--- src/hw/rtl/swm_pkg.sv ---
// Shared types, constants and functions for the swerve module kinematics block.
// Used by swm_ctrl, swm_dp, swerve_module_kinematics and tb_top; depends on nothing else.
package swm_pkg;

   localparam int MODULE_COUNT      = 4;
   localparam int MOD_W             = 2;
   localparam int VECTOR_ITERATIONS = 16;
   localparam int ITER_W            = $clog2(VECTOR_ITERATIONS);
   localparam int ATAN_ENTRIES      = 24;

   // Datapath widths.
   localparam int CSR_W   = 14;
   localparam int VEL_W   = 16;
   localparam int ANG_W   = 15;
   localparam int OFF_W   = 18;
   localparam int VEC_W   = 19;
   localparam int XY_W    = 28;
   localparam int Z_W     = 24;
   localparam int MAG_W   = 20;
   localparam int OUT_W   = 16;
   localparam int SAT_W   = 22;
   localparam int REQ_W   = 112;
   localparam int RSP_W   = 128;

   // Angle constants, 1/64 degree and 1/4096 degree.
   localparam int FULL_TURN    = 23040;
   localparam int HALF_TURN    = 11520;
   localparam int QUARTER_TURN = 5760;
   localparam int Z_FULL       = 1474560;
   localparam int Z_HALF       = 737280;
   localparam int INV_GAIN_Q16 = 39797;

   // Opcodes. The spare code behaves as stop.
   localparam logic [1:0] OP_STOP   = 2'd0;
   localparam logic [1:0] OP_REMOTE = 2'd1;
   localparam logic [1:0] OP_DRIVE  = 2'd2;
   localparam logic [1:0] OP_SPARE  = 2'd3;

   // Register indexes.
   localparam logic [1:0] REG_MOUNT_SINE     = 2'd0;
   localparam logic [1:0] REG_MOUNT_COSINE   = 2'd1;
   localparam logic [1:0] REG_HOLD_THRESHOLD = 2'd2;

   // Commands from the controller to the datapath.
   typedef struct packed {
      logic              capture;
      logic              off_x;
      logic              off_y;
      logic              load_vec;
      logic              iter;
      logic [ITER_W-1:0] iter_idx;
      logic              scale;
      logic              finish;
      logic [MOD_W-1:0]  mod_idx;
      logic              publish;
   } cmd_type;

   // Status from the datapath to the controller.
   typedef struct packed {
      logic bypass;
      logic out_free;
   } status_type;

   // Arctangent of 2^-i in 1/4096 degree.
   function automatic logic signed [Z_W-1:0] atan_lookup(input logic [4:0] idx);
      logic signed [Z_W-1:0] v;
      case (idx)
         5'd0:    v = 24'sd184320;
         5'd1:    v = 24'sd108810;
         5'd2:    v = 24'sd57492;
         5'd3:    v = 24'sd29184;
         5'd4:    v = 24'sd14649;
         5'd5:    v = 24'sd7331;
         5'd6:    v = 24'sd3667;
         5'd7:    v = 24'sd1833;
         5'd8:    v = 24'sd917;
         5'd9:    v = 24'sd458;
         5'd10:   v = 24'sd229;
         5'd11:   v = 24'sd115;
         5'd12:   v = 24'sd57;
         5'd13:   v = 24'sd29;
         5'd14:   v = 24'sd14;
         5'd15:   v = 24'sd7;
         5'd16:   v = 24'sd4;
         5'd17:   v = 24'sd2;
         5'd18:   v = 24'sd1;
         default: v = 24'sd0;
      endcase
      return v;
   endfunction

   // Saturate a signed value to 16 bits.
   function automatic logic signed [OUT_W-1:0] sat16(input logic signed [SAT_W-1:0] v);
      logic signed [OUT_W-1:0] r;
      if (v > 22'sd32767) begin
         r = 16'sh7FFF;
      end else if (v < -22'sd32768) begin
         r = 16'sh8000;
      end else begin
         r = v[OUT_W-1:0];
      end
      return r;
   endfunction

endpackage

--- src/hw/rtl/swerve_module_kinematics.sv ---
// Swerve drive inverse kinematics for four modules: controller swm_ctrl plus datapath swm_dp.
// Sequence for a driving command: capture of the accepted beat, x offset, y offset, then per
// module load, the vectoring steps, scale and finish, then publish of the result beat;
// stop, hold and zero-vector modules skip the vectoring steps and the scale.
// A new item is taken only after the last result is published, as the single shared vectoring unit serves one item.
// Reset (synchronous, active high) restores register defaults and clears the angle state.
module swerve_module_kinematics (
   input  logic                             clock,
   input  logic                             reset,
   // opcode[1:0], vel_x[17:2], vel_y[33:18], vel_w[49:34], fb_angle_0[64:50],
   // fb_angle_1[79:65], fb_angle_2[94:80], fb_angle_3[109:95], zero fill
   input  logic [swm_pkg::REQ_W-1:0]        req_tdata,
   input  logic                             req_tvalid,
   output logic                             req_tready,
   // drive_speed_0..3 [63:0], steer_target_0..3 [127:64], 16 bits each
   output logic [swm_pkg::RSP_W-1:0]        rsp_tdata,
   output logic                             rsp_tvalid,
   input  logic                             rsp_tready,
   input  logic                             csr_wr_en,
   input  logic [1:0]                       csr_index,
   input  logic [swm_pkg::CSR_W-1:0]        csr_wdata
);

   swm_pkg::cmd_type    cmd;
   swm_pkg::status_type status;

   swm_ctrl u_ctrl (
      .clock      (clock),
      .reset      (reset),
      .req_tvalid (req_tvalid),
      .req_tready (req_tready),
      .status     (status),
      .cmd        (cmd)
   );

   swm_dp u_dp (
      .clock      (clock),
      .reset      (reset),
      .cmd        (cmd),
      .status     (status),
      .req_tdata  (req_tdata),
      .csr_wr_en  (csr_wr_en),
      .csr_index  (csr_index),
      .csr_wdata  (csr_wdata),
      .rsp_tvalid (rsp_tvalid),
      .rsp_tready (rsp_tready),
      .rsp_tdata  (rsp_tdata)
   );

   // After an accepted beat the block is busy for the next cycle.
   assert property (@(posedge clock) disable iff (reset)
      (req_tvalid && req_tready) |=> !req_tready)
      else $error("input accepted on consecutive cycles");

   // Reset leaves the block idle with no result pending.
   assert property (@(posedge clock) reset |=> (req_tready && !rsp_tvalid))
      else $error("block not idle after reset");

   // A result is published only from the done state, never while taking input.
   assert property (@(posedge clock) disable iff (reset)
      cmd.publish |-> !req_tready)
      else $error("result published while accepting input");

endmodule

--- src/hw/rtl/swm_ctrl.sv ---
// Sequencing state machine for the swerve module kinematics block.
// Depends on swm_pkg; drives the datapath swm_dp through cmd_type commands.
module swm_ctrl (
   input  logic                clock,
   input  logic                reset,
   input  logic                req_tvalid,
   output logic                req_tready,
   input  swm_pkg::status_type status,
   output swm_pkg::cmd_type    cmd
);

   typedef enum logic [7:0] {
      S_IDLE  = 8'b0000_0001,
      S_OFFX  = 8'b0000_0010,
      S_OFFY  = 8'b0000_0100,
      S_LOAD  = 8'b0000_1000,
      S_ITER  = 8'b0001_0000,
      S_SCALE = 8'b0010_0000,
      S_FIN   = 8'b0100_0000,
      S_DONE  = 8'b1000_0000
   } state_type;

   localparam logic [swm_pkg::ITER_W-1:0] ITER_LAST =
      swm_pkg::ITER_W'(swm_pkg::VECTOR_ITERATIONS - 1);
   localparam logic [swm_pkg::MOD_W-1:0] MOD_LAST =
      swm_pkg::MOD_W'(swm_pkg::MODULE_COUNT - 1);

   state_type                     state_ff, state_in;
   logic [swm_pkg::MOD_W-1:0]     mod_ff, mod_in;
   logic [swm_pkg::ITER_W-1:0]    iter_ff, iter_in;

   // Next state and command decode.
   always_comb begin
      state_in     = state_ff;
      mod_in       = mod_ff;
      iter_in      = iter_ff;
      req_tready   = 1'b0;
      cmd          = '0;
      cmd.mod_idx  = mod_ff;
      cmd.iter_idx = iter_ff;
      case (state_ff)
         S_IDLE: begin
            req_tready = 1'b1;
            if (req_tvalid) begin
               cmd.capture = 1'b1;
               state_in    = S_OFFX;
            end
         end
         S_OFFX: begin
            cmd.off_x = 1'b1;
            state_in  = S_OFFY;
         end
         S_OFFY: begin
            cmd.off_y = 1'b1;
            mod_in    = '0;
            state_in  = S_LOAD;
         end
         S_LOAD: begin
            cmd.load_vec = 1'b1;
            iter_in      = '0;
            state_in     = status.bypass ? S_FIN : S_ITER;
         end
         S_ITER: begin
            cmd.iter = 1'b1;
            iter_in  = iter_ff + 1'b1;
            if (iter_ff == ITER_LAST) begin
               state_in = S_SCALE;
            end
         end
         S_SCALE: begin
            cmd.scale = 1'b1;
            state_in  = S_FIN;
         end
         S_FIN: begin
            cmd.finish = 1'b1;
            if (mod_ff == MOD_LAST) begin
               state_in = S_DONE;
            end else begin
               mod_in   = mod_ff + 1'b1;
               state_in = S_LOAD;
            end
         end
         S_DONE: begin
            if (status.out_free) begin
               cmd.publish = 1'b1;
               state_in    = S_IDLE;
            end
         end
         default: begin
            state_in = S_IDLE;
         end
      endcase
   end

   // State registers.
   always_ff @(posedge clock) begin
      if (reset) begin
         state_ff <= S_IDLE;
         mod_ff   <= '0;
         iter_ff  <= '0;
      end else begin
         state_ff <= state_in;
         mod_ff   <= mod_in;
         iter_ff  <= iter_in;
      end
   end

endmodule

--- src/hw/rtl/swm_dp.sv ---
// Datapath of the swerve module kinematics block: item registers, offset multiplier,
// shared vectoring unit, angle and speed finishing, state and result registers. Uses swm_pkg.
module swm_dp (
   input  logic                               clock,
   input  logic                               reset,
   input  swm_pkg::cmd_type                   cmd,
   output swm_pkg::status_type                status,
   input  logic [swm_pkg::REQ_W-1:0]          req_tdata,
   input  logic                               csr_wr_en,
   input  logic [1:0]                         csr_index,
   input  logic [swm_pkg::CSR_W-1:0]          csr_wdata,
   output logic                               rsp_tvalid,
   input  logic                               rsp_tready,
   output logic [swm_pkg::RSP_W-1:0]          rsp_tdata
);

   localparam int N = swm_pkg::MODULE_COUNT;

   // Configuration registers.
   logic [swm_pkg::CSR_W-1:0] sine_ff, cosine_ff, thr_ff;

   always_ff @(posedge clock) begin
      if (reset) begin
         sine_ff   <= 14'd5793;
         cosine_ff <= 14'd5793;
         thr_ff    <= 14'd819;
      end else if (csr_wr_en) begin
         case (csr_index)
            swm_pkg::REG_MOUNT_SINE:     sine_ff   <= csr_wdata;
            swm_pkg::REG_MOUNT_COSINE:   cosine_ff <= csr_wdata;
            swm_pkg::REG_HOLD_THRESHOLD: thr_ff    <= csr_wdata;
            default: ;
         endcase
      end
   end

   // Item registers, captured on the accepted beat.
   logic [1:0]                       op_ff;
   logic signed [swm_pkg::VEL_W-1:0] vx_ff, vy_ff, vw_ff;
   logic [swm_pkg::ANG_W-1:0]        fb_ff [N];
   logic                             hold_ff;

   logic signed [swm_pkg::VEL_W-1:0] in_vx, in_vy, in_vw;
   logic [16:0]                      abs_x, abs_y, abs_w;
   logic                             in_hold;

   assign in_vx = req_tdata[17:2];
   assign in_vy = req_tdata[33:18];
   assign in_vw = req_tdata[49:34];

   // Hold window test on the incoming beat.
   always_comb begin
      abs_x   = in_vx[15] ? 17'(-{in_vx[15], in_vx}) : {1'b0, in_vx};
      abs_y   = in_vy[15] ? 17'(-{in_vy[15], in_vy}) : {1'b0, in_vy};
      abs_w   = in_vw[15] ? 17'(-{in_vw[15], in_vw}) : {1'b0, in_vw};
      in_hold = (req_tdata[1:0] == swm_pkg::OP_REMOTE) &&
                (abs_x < {3'b0, thr_ff}) && (abs_y < {3'b0, thr_ff}) &&
                (abs_w < {3'b0, thr_ff});
   end

   always_ff @(posedge clock) begin
      if (cmd.capture) begin
         op_ff    <= req_tdata[1:0];
         vx_ff    <= in_vx;
         vy_ff    <= in_vy;
         vw_ff    <= in_vw;
         fb_ff[0] <= req_tdata[64:50];
         fb_ff[1] <= req_tdata[79:65];
         fb_ff[2] <= req_tdata[94:80];
         fb_ff[3] <= req_tdata[109:95];
         hold_ff  <= in_hold;
      end
   end

   // Mounting offsets: one shared multiplier, x offset then y offset.
   logic signed [swm_pkg::OFF_W-1:0] ox_ff, oy_ff;
   logic signed [14:0]               off_coef;
   logic signed [30:0]               off_prod;
   logic signed [31:0]               off_rnd;

   always_comb begin
      off_coef = signed'({1'b0, cmd.off_x ? sine_ff : cosine_ff});
      off_prod = vw_ff * off_coef;
      off_rnd  = 32'(off_prod) + 32'sd4096;
   end

   always_ff @(posedge clock) begin
      if (cmd.off_x) begin
         ox_ff <= off_rnd[30:13];
      end
      if (cmd.off_y) begin
         oy_ff <= off_rnd[30:13];
      end
   end

   // Per-module velocity vector and bypass decision.
   logic signed [swm_pkg::VEC_W-1:0] sx, sy, vec_x, vec_y;
   logic                             drive_op, zero_vec, bypass;

   always_comb begin
      sx = (cmd.mod_idx == 2'd0 || cmd.mod_idx == 2'd1) ? 19'(ox_ff) : -19'(ox_ff);
      sy = (cmd.mod_idx == 2'd0 || cmd.mod_idx == 2'd3) ? 19'(oy_ff) : -19'(oy_ff);
      vec_x    = 19'(vx_ff) + sx;
      vec_y    = 19'(vy_ff) + sy;
      drive_op = (op_ff == swm_pkg::OP_REMOTE) || (op_ff == swm_pkg::OP_DRIVE);
      zero_vec = (vec_x == '0) && (vec_y == '0);
      bypass   = hold_ff || !drive_op || zero_vec;
   end

   // Vectoring unit: x, y, z registers and one micro rotation per cycle.
   logic signed [swm_pkg::XY_W-1:0]  x_ff, y_ff, xi, yi, dx, dy;
   logic signed [swm_pkg::Z_W-1:0]   z_ff, atan_v;
   logic                             byp_ff;
   logic [swm_pkg::ANG_W-1:0]        byp_raw_ff;
   logic [swm_pkg::MAG_W-1:0]        mag_ff;
   logic [swm_pkg::ANG_W-1:0]        last_ff [N];
   logic [swm_pkg::ANG_W-1:0]        held_ff [N];
   logic signed [44:0]               mag_prod;
   logic signed [44:0]               mag_rnd;

   // Scale a module vector by 256 with sign extension.
   function automatic logic signed [swm_pkg::XY_W-1:0] XY_W_EXT(
      input logic signed [swm_pkg::VEC_W-1:0] v);
      return {v[swm_pkg::VEC_W-1], v, 8'b0};
   endfunction

   always_comb begin
      xi       = XY_W_EXT(vec_x);
      yi       = XY_W_EXT(vec_y);
      dx       = y_ff >>> cmd.iter_idx;
      dy       = x_ff >>> cmd.iter_idx;
      atan_v   = swm_pkg::atan_lookup(5'(cmd.iter_idx));
      mag_prod = x_ff * signed'({1'b0, 16'(swm_pkg::INV_GAIN_Q16)});
      mag_rnd  = mag_prod + 45'sd8388608;
   end

   always_ff @(posedge clock) begin
      if (cmd.load_vec) begin
         byp_ff     <= bypass;
         byp_raw_ff <= hold_ff ? held_ff[cmd.mod_idx] : '0;
         mag_ff     <= '0;
         if (vec_x < 0) begin
            x_ff <= -xi;
            y_ff <= -yi;
            z_ff <= 24'(swm_pkg::Z_HALF);
         end else begin
            x_ff <= xi;
            y_ff <= yi;
            z_ff <= '0;
         end
      end else if (cmd.iter) begin
         if (!y_ff[swm_pkg::XY_W-1]) begin
            x_ff <= x_ff + dx;
            y_ff <= y_ff - dy;
            z_ff <= z_ff + atan_v;
         end else begin
            x_ff <= x_ff - dx;
            y_ff <= y_ff + dy;
            z_ff <= z_ff - atan_v;
         end
      end
      if (cmd.scale) begin
         mag_ff <= mag_rnd[43:24];
      end
   end

   // Finishing: raw angle, error wrap, flip, target and speed.
   logic signed [swm_pkg::Z_W-1:0]  z_pos, z_rnd;
   logic [17:0]                     ang_q;
   logic [swm_pkg::ANG_W-1:0]       raw, fb;
   logic signed [16:0]              err0, err;
   logic signed [17:0]              base, tgt;
   logic signed [20:0]              spd;

   always_comb begin
      z_pos = z_ff[swm_pkg::Z_W-1] ? z_ff + 24'(swm_pkg::Z_FULL) : z_ff;
      z_rnd = z_pos + 24'sd32;
      ang_q = z_rnd[23:6];
      if (ang_q >= 18'(swm_pkg::FULL_TURN)) begin
         ang_q = ang_q - 18'(swm_pkg::FULL_TURN);
      end
      raw  = byp_ff ? byp_raw_ff : ang_q[swm_pkg::ANG_W-1:0];
      fb   = fb_ff[cmd.mod_idx];
      err0 = signed'({2'b0, raw}) - signed'({2'b0, fb});
      if (err0 > 17'sd11520) begin
         err = err0 - 17'(swm_pkg::FULL_TURN);
      end else if (err0 < -17'sd11520) begin
         err = err0 + 17'(swm_pkg::FULL_TURN);
      end else begin
         err = err0;
      end
      base = signed'({3'b0, fb}) + 18'(err);
      if (err > 17'(swm_pkg::QUARTER_TURN)) begin
         tgt = base - 18'(swm_pkg::HALF_TURN);
         spd = signed'({1'b0, mag_ff});
      end else if (err < -17'(swm_pkg::QUARTER_TURN)) begin
         tgt = base + 18'(swm_pkg::HALF_TURN);
         spd = signed'({1'b0, mag_ff});
      end else begin
         tgt = base;
         spd = -signed'({1'b0, mag_ff});
      end
   end

   // Angle state and per-module working results.
   logic signed [swm_pkg::OUT_W-1:0] spd_ff [N];
   logic signed [swm_pkg::OUT_W-1:0] tgt_ff [N];

   always_ff @(posedge clock) begin
      if (reset) begin
         for (int i = 0; i < N; i++) begin
            last_ff[i] <= '0;
            held_ff[i] <= '0;
         end
      end else if (cmd.finish) begin
         if (!hold_ff) begin
            held_ff[cmd.mod_idx] <= last_ff[cmd.mod_idx];
         end
         last_ff[cmd.mod_idx] <= raw;
      end
   end

   always_ff @(posedge clock) begin
      if (cmd.finish) begin
         spd_ff[cmd.mod_idx] <= swm_pkg::sat16(22'(spd));
         tgt_ff[cmd.mod_idx] <= swm_pkg::sat16(22'(tgt));
      end
   end

   // Output register.
   logic                         rsp_valid_ff;
   logic [swm_pkg::RSP_W-1:0]    rsp_data_ff;

   always_ff @(posedge clock) begin
      if (reset) begin
         rsp_valid_ff <= 1'b0;
      end else if (cmd.publish) begin
         rsp_valid_ff <= 1'b1;
      end else if (rsp_tready) begin
         rsp_valid_ff <= 1'b0;
      end
   end

   always_ff @(posedge clock) begin
      if (cmd.publish) begin
         rsp_data_ff <= {tgt_ff[3], tgt_ff[2], tgt_ff[1], tgt_ff[0],
                         spd_ff[3], spd_ff[2], spd_ff[1], spd_ff[0]};
      end
   end

   assign status     = '{bypass: bypass, out_free: !rsp_valid_ff || rsp_tready};
   assign rsp_tvalid = rsp_valid_ff;
   assign rsp_tdata  = rsp_data_ff;

endmodule

--- config.mk ---
export PLATFORM = sky130hd
export DESIGN_NAME = swerve_module_kinematics
export DESIGN_NICKNAME = d
export VERILOG_FILES = /design/src/hw/rtl/swm_pkg.sv /design/src/hw/rtl/swerve_module_kinematics.sv /design/src/hw/rtl/swm_ctrl.sv /design/src/hw/rtl/swm_dp.sv
export SDC_FILE = /design/constraint.sdc
export NUM_CORES = 2
export LEC_CHECK = 0
export BUFFER_PORTS_ARGS = -buffer_cell sky130_fd_sc_hd__buf_4
export CELL_PAD_IN_SITES_DETAIL_PLACEMENT = 2
export CELL_PAD_IN_SITES_GLOBAL_PLACEMENT = 2
export CORE_MARGIN = 2
export CORE_UTILIZATION = 38
export DETAILED_ROUTE_END_ITERATION = 8
export PLACE_DENSITY = 0.89
export SLEW_MARGIN = 10
export SYNTH_ARGS = -nofsm -noshare
export SYNTH_HDL_FRONTEND = slang
export SYNTH_SLANG_ARGS = --single-unit
--- constraint.sdc ---
create_clock -name clock -period 8.8 [get_ports clock]
set_input_delay 2.2 -clock clock [delete_from_list [all_inputs] [get_ports clock]]
set_output_delay 2.2 -clock clock [all_outputs]
set_load 0.03 [all_outputs]
== Yosys cells after proc, flatten, opt, wreduce, memory -nomap -nowiden ==
Memories as Yosys holds them, arrays and structs flattened. A register that Yosys moved wholly into a read port is not among the register bits.
Index checks and enable logic that the tools add are counted.
Cells by class
  muxes and demuxes: 81
  shift-type cells: 2
  div/mod/pow operators: 0
  magnitude comparators: 13
  multipliers: 2
  bitwise operators: 0
  equal/unequal tests: 20
  $add $sub $neg: 29
  reduce and logical (&&, ||, !) cells: 29
Operator list (number)
  28-bit 2-to-1 mux: 8
  16-bit 2-to-1 mux: 6
  24-bit 2-to-1 mux: 4
  17-bit 2-to-1 mux: 5
  8-bit case mux with 8 select lines: 1
  15-bit 2-to-1 mux: 4
  20-bit 2-to-1 mux: 3
  28-bit adder: 2
  27-bit negator with 28-bit output: 2
  28-bit by 4-bit >>> shifter with 28-bit output: 2
  28-bit subtractor: 2
  17-bit by 14-bit less-than comparator with 1-bit output: 3
  17-bit negator: 3
  44-bit by 25-bit adder with 44-bit output, second input constant: 1
  28-bit by 17-bit multiplier with 44-bit output, second input constant: 1
  21-bit 2-to-1 mux: 2
  16-bit by 19-bit adder with 19-bit output: 2
  19-bit logical NOT: 2
  19-bit 2-to-1 mux: 2
  18-bit negator with 19-bit output: 2
  18-bit 2-to-1 mux: 2
  8-bit 2-to-1 mux: 4
  31-bit by 14-bit adder with 31-bit output, second input constant: 1
  16-bit by 15-bit multiplier with 31-bit output: 1
  52 further kinds: 111
Word-level totals
  memory bits (writable): 308
  input bits: 133
  latch bits: 0
  flip-flop bits (word level): 245
  output and inout bits: 130
  memories: 6
  memory bits (read-only): 288
  word-level logic and storage cells: 201
Memory list
  (name not given): words 16, width 18, rd ports 1, clocked after memory_dff 1, wr ports 0, line swm_pkg.sv:67  | case (idx)
  u_dp.spd_ff: words 4, width 16, rd ports 4, clocked after memory_dff 4, wr ports 1, line swm_dp.sv:206  | logic signed [swm_pkg::OUT_W-1:0] spd_ff [N];
  u_dp.tgt_ff: words 4, width 16, rd ports 4, clocked after memory_dff 4, wr ports 1, line swm_dp.sv:207  | logic signed [swm_pkg::OUT_W-1:0] tgt_ff [N];
  u_dp.fb_ff: words 4, width 15, rd ports 1, clocked after memory_dff 1, wr ports 4, line swm_dp.sv:40  | logic [swm_pkg::ANG_W-1:0] fb_ff [N];
  u_dp.held_ff: words 4, width 15, rd ports 1, clocked after memory_dff 1, wr ports 4, line swm_dp.sv:117  | logic [swm_pkg::ANG_W-1:0] held_ff [N];
  u_dp.last_ff: words 4, width 15, rd ports 1, clocked after memory_dff 1, wr ports 4, line swm_dp.sv:116  | logic [swm_pkg::ANG_W-1:0] last_ff [N];

== Longest topological paths before layout ==
  word-level depth: 18
  depth in mapped cells: 40
  gate-level depth less buffers: 39

== Modules after synthesis ==
From an unflattened synthesis, not the netlist that was laid out.
Second synthesis, totals
  cells, all modules: 5418
  area total of the unflattened synthesis: 57418.8 um^2
By module, submodules not included
  swm_dp: cells each 5310, sequential area each 20049.2 um^2, instances 1, area an instance 56571.8 um^2
  swm_ctrl: cells each 108, sequential area each 280.3 um^2, instances 1, area an instance 847.1 um^2

== Worst setup path before layout ==
OpenSTA, ideal clock, no wires.
  path type: in2reg
  from: input port rsp_tready
  to: register u_dp.rsp_data_ff, in the netlist rsp_tdata[0] (read register of u_dp.spd_ff) (enable)
  path buffers: 0
  setup time: 631 ps
  slack: 197 ps
  arrival: 7972 ps
  stages on the path: 2
  required time: 8169 ps
  cells stage by stage: nand2b_1 -> nor2b_1
RTL lines
  start, declared: line swerve_module_kinematics.sv:18  | input logic rsp_tready,
  end, declared: line swm_dp.sv:232  | logic [swm_pkg::RSP_W-1:0] rsp_data_ff;

== Worst setup path after layout ==
  from: register u_dp.z_ff[23] (netlist name)
  to: memory u_dp.tgt_ff[0][10] (netlist name) (data pin)
Between the ends
  word-level cells in the longest chain between the ends: 18
  elaborated cells on any way between the ends: 26
  those cells by class: add/sub (9); order compare (7); mux (10)
RTL lines
  start, declared: line swm_dp.sv:112  | logic signed [swm_pkg::Z_W-1:0] z_ff, atan_v;
  start signal, assigned: line swm_dp.sv:145  | z_ff <= 24'(swm_pkg::Z_HALF);
  start signal, assigned: line swm_dp.sv:155  | z_ff <= z_ff + atan_v;
  start signal, assigned: line swm_dp.sv:159  | z_ff <= z_ff - atan_v;
  24-bit by 22-bit adder with 24-bit output: line swm_dp.sv:176  | z_pos = z_ff[swm_pkg::Z_W-1] ? z_ff + 24'(swm_pkg::Z_FULL) : z_ff;
  24-bit 2-to-1 mux *: line swm_dp.sv:176
  24-bit by 7-bit adder with 24-bit output *: line swm_dp.sv:177  | z_rnd = z_pos + 24'sd32;
  18-bit by 15-bit >= comparator with 1-bit output: line swm_dp.sv:179  | if (ang_q >= 18'(swm_pkg::FULL_TURN)) begin
  15-bit 2-to-1 mux *: line swm_dp.sv:179
  15-bit 2-to-1 mux *: line swm_dp.sv:182  | raw = byp_ff ? byp_raw_ff : ang_q[swm_pkg::ANG_W-1:0];
  15-bit by 15-bit subtractor with 16-bit output *: line swm_dp.sv:184  | err0 = signed'({2'b0, raw}) - signed'({2'b0, fb});
  17-bit by 16-bit adder with 17-bit output / 17-bit by 15-bit less-than comparator with 1-bit output (equally long branches): line swm_dp.sv:188, swm_dp.sv:187
  (+2 left out)
  16-bit by 17-bit adder with 18-bit output: line swm_dp.sv:192  | base = signed'({3'b0, fb}) + 18'(err);
  18-bit by 15-bit adder with 18-bit output: line swm_dp.sv:197  | tgt = base + 18'(swm_pkg::HALF_TURN);
  18-bit 2-to-1 mux: line swm_dp.sv:196  | end else if (err < -17'(swm_pkg::QUARTER_TURN)) begin
  18-bit 2-to-1 mux *: line swm_dp.sv:193  | if (err > 17'(swm_pkg::QUARTER_TURN)) begin
  18-bit by 16-bit less-than comparator with 1-bit output: line swm_pkg.sv:97  | end else if (v < -22'sd32768) begin
  16-bit 2-to-1 mux: line swm_pkg.sv:97
  16-bit 2-to-1 mux *: line swm_pkg.sv:95  | if (v > 22'sd32767) begin
  16-bit 2-to-1 mux *: line swm_dp.sv:224  | if (cmd.finish) begin
  end, declared: line swm_dp.sv:207
Mark *: on every way between the ends. The rest lies on a longest branch, timed or not. The select of a mux whose other input is x is not followed.

==> metrics.md <==
| Metric | Value |
|---|---|
| Path type of the worst setup path | flop to flop |
| Share of flip-flops with an asynchronous set or reset after synthesis | 0% |
| Max Clk Rate | 0.102 GHz |
| Pins Over Slew Limit | 0 |
| Net switching share of the total power | 47.2% |
| Hold Crit Class | flop to flop |
| Worst setup SP type | flop |
| CTS tree | built |
| Area post-placement | 62600 µm² |
| Most used standard cells in the synthesized netlist | inv_1 (749), edfxtp_1 (639), ha_1 (494), fa_1 (443), nor2_1 (442) |
| Leakage component of the power | 28.1 nW |
| Count of boundary I/O pins | 263 |
| HPWL after detailed placement | 168000 µm |
| Most used flip-flop cell after synthesis | edfxtp_1 |
| All-Layer GR Usage | 30.6% |
| Die span in y | 394 µm |
| Worst vdd rail ir drop | 0.432 mV |
| Clock Path Buffers | 3 |
| Grt ovf | 0 |
| Die area | 155000 µm² |
| Critical Path Max Stage Delay | 610 ps |
| Antenna violations before repair | 16 |
| GP Congestion | 0.872 |
| DRC violation count after routing | 0 |
| Transition time of the tightest slew-check pin | 1460 ps |
| Number of input and output port buffers inserted | 260 |
| Crit-path most repeated cell | buf_4 |
| Proportion of layout cells with a drive suffix above 1 | 16.0% |
| Worst setup margin | -974 ps |
| Count of clock tree sinks | 716 |
| Cell type with the highest aggregate area in the netlist | edfxtp_1 |
| Hold Fails Final Rpt | 0 |
| FF+latch count, synth | 716 |
| Synth top area cells | edfxtp_1 (33%), fa_1 (15%), ha_1 (11%) |
| Top cell type's share of synthesized area | 33.3% |
| H-Tree Depth | 3 |
| Final setup vio count | 127 |
| Setup WS pre-CTS | -1250 ps |
| Net Count, Synth | 6487 |
| Global-route wire length before repair | 358000 µm |
| Most frequent cell after synthesis | inv_1 |
| Crit path capture type | flop |
| Number of maximum-capacitance constraint violations | 1 |
| Critical Path RT | 9290 ps |
| Internal power contribution | 11.0 mW |
| Ys Warns | 0 |
| Average wire per cell in the routed design | 34.4 µm |
| Syn_area_per_cell | 10.7 µm² |
| Crit-path max FO | 8 |
| Mapped cell area | 57700 µm² |
| Cts bufs inserted | 85 |
| Final Skew | 68.8 ps |
| Maximum number of pins on one net before global-route repair | 79 |
| Number of rows in the core area | 143 |
| Final-stage net count | 6885 |
| Total number of vias | 48471 |
| Per-cell via count in the routed design | 6.12 |
| Result of the run | finished with violations |
| Cell count after synthesis | 5417 |
| Initial cell density of the core | 38.1% |
| Clk Latency, worst-skew pair | 780 ps |
| Number of global-route vias before repair | 53139 |
| Clock share of power | 17.8% |
| CTS Root Cell | clkbuf_16 |
| Reg clk slew, reported paths | 80 ps |
| Seq/Total Area, Yosys | 35.9% |
| Length of the first detailed-routing pass in iterations | 6 |
| Post-layout util | 44.3% |
| Cts hold-fix bufs | 0 |
| Power density over cell area | 312 nW/µm² |
| Headroom to the max-slew limit | 1.94% |
| Core ar. | 151000 µm² |
| Post-synth cell types | 101 |
| Relative contribution of sequential cells to total power | 23.2% |
| Critical-path cell with the highest stage delay | edfxtp_1 |
| Violation count after the first detailed-route iteration | 4393 |
| Relative contribution of combinational cells to total power | 59.1% |
| Number of enable-type register cells in the synthesized netlist | 639 |
| Worst EP arrival | 10260 ps |
| Net switching power | 9.88 mW |
| Overall die width | 394 µm |
| Remaining antenna violation count | 0 |
| Share of the cycle needed by the critical path after routing | 111% |
| Final WL | 272000 µm |
| Failing checks | max-capacitance violations, negative setup slack |
| Final design instance area without fill | 67100 µm² |
| Layout overhead on the synthesized area | 16.3% |
| Final critical delay including setup and external delays | 9770 ps |
[layout make-up]
class | count | area (µm²)
inverter | 758 | 2850
fill | 15607 | 84300
sequential | 716 | 20700
timing repair buffer | 476 | 3680
tap | 2030 | 2540
antenna | 6 | 15.0
clock inverter | 48 | 452
clock buffer | 109 | 2260
multi-input combinational | 3778 | 34600
[per-stage QoR]
step | cells | setup TNS, ps | power, mW | hold WS, ps
2_1_floorplan | 5417 | 0 | 11.4 | 400
3_3_place_gp | 7677 | -1120 | 14.3 | 402
3_5_place_dp | 7677 | -53740 | 15.6 | 407
4_1_cts | 7863 | 0 | 19.8 | 407
5_1_grt | 7920 | -53590 | 21.7 | 423
6_report | 7921 | -65270 | 20.9 | 415
[routing by layer]
metal	vias to the layer above	global-route usage (%)	routed length [µm]
met5	-	0	31
li1	19307	-	-
met2	2891	56.6	136000
met3	1386	4.63	18600
met4	6	17.9	25800
met1	24881	32.8	92200
[path summary, 6_finish.rpt]
kind                        end         startpoint  depth (start not counted)  slack [ps]
max          u_dp.tgt_ff[0][10]      u_dp.z_ff[23]                         40        -970
min               rsp_tdata[40]  u_dp.spd_ff[2][8]                          0         420
max reg2reg  u_dp.tgt_ff[0][10]      u_dp.z_ff[23]                         40        -970
min reg2reg       rsp_tdata[40]  u_dp.spd_ff[2][8]                          0         420
[power by group through the flow]
stage,Sequential (mW),Clock [mW],Combinational (mW)
after detailed placement,4.91,0,10.7
after CTS,4.84,3.59,11.4
after global placement,4.87,0,9.40
after global routing,4.85,3.81,13.0
after floorplan,4.82,0,6.55
final,4.85,3.71,12.4
[state kept, by name (all words and copies together), names as in the netlist, 24 cells and up, named ones only]
| name | flops |
|---|---|
| u_dp.spd_ff | 64 |
| u_dp.last_ff | 60 |
| rsp_tdata | 127 |
| u_dp.y_ff | 28 |
| u_dp.held_ff | 60 |
| u_dp.z_ff | 24 |
| u_dp.tgt_ff | 64 |
| u_dp.fb_ff | 60 |
| u_dp.x_ff | 28 |
[cell families after synthesis]
group / share of synthesized area (%)
fa+ha+maj: 26.1
compound gates: 9.38
flops: 35.9
mux: 4.80
xor+xnor: 5.43
simple gates: 12.3
buf+inv: 6.06
[cells in the final DEF, fill, tap and decap left out, types with 16 or more instances in the layout]
cell type / n
a211oi_1: 28
a21boi_0: 31
a21o_1: 35
a21oi_1: 256
a31oi_1: 24
and2_1: 82
and3_1: 25
buf_4: 460
clkbuf_1: 21
clkbuf_16: 86
clkinv_1: 20
dfxtp_1: 73
edfxtp_1: 639
fa_1: 442
ha_1: 481
inv_1: 743
mux2_2: 24
mux2i_1: 44
mux4_2: 89
nand2_1: 424
nand2b_1: 59
nand3_1: 63
nand3b_1: 22
nor2_1: 432
nor2b_1: 98
nor3_1: 89
o211ai_1: 17
o21a_1: 32
o21ai_0: 185
o21bai_1: 17
o31ai_1: 31
or2_2: 24
or3_1: 37
or4_1: 16
xnor2_1: 235
xor2_1: 97
[what timing repair did]
action	in CTS	in global routing
pin swaps	30	62
buffers inserted	29	54
endpoints found under the setup margin	128	134
gates cloned	0	0
gates resized for setup	62	148
[worst max-delay path: cells and delay by family, from the launching register on]
kind | cells | cell delay [ps]
AO/OA/AOI/OAI | 17 | 4450
XOR/XNOR | 2 | 360
adder cells (fa/ha/maj) | 2 | 710
buffers and inverters | 10 | 1650
flip-flops | 1 | 610
multiplexers | 1 | 350
AND/OR/NAND/NOR | 8 | 1300
(Power assumes the default switching activity.)
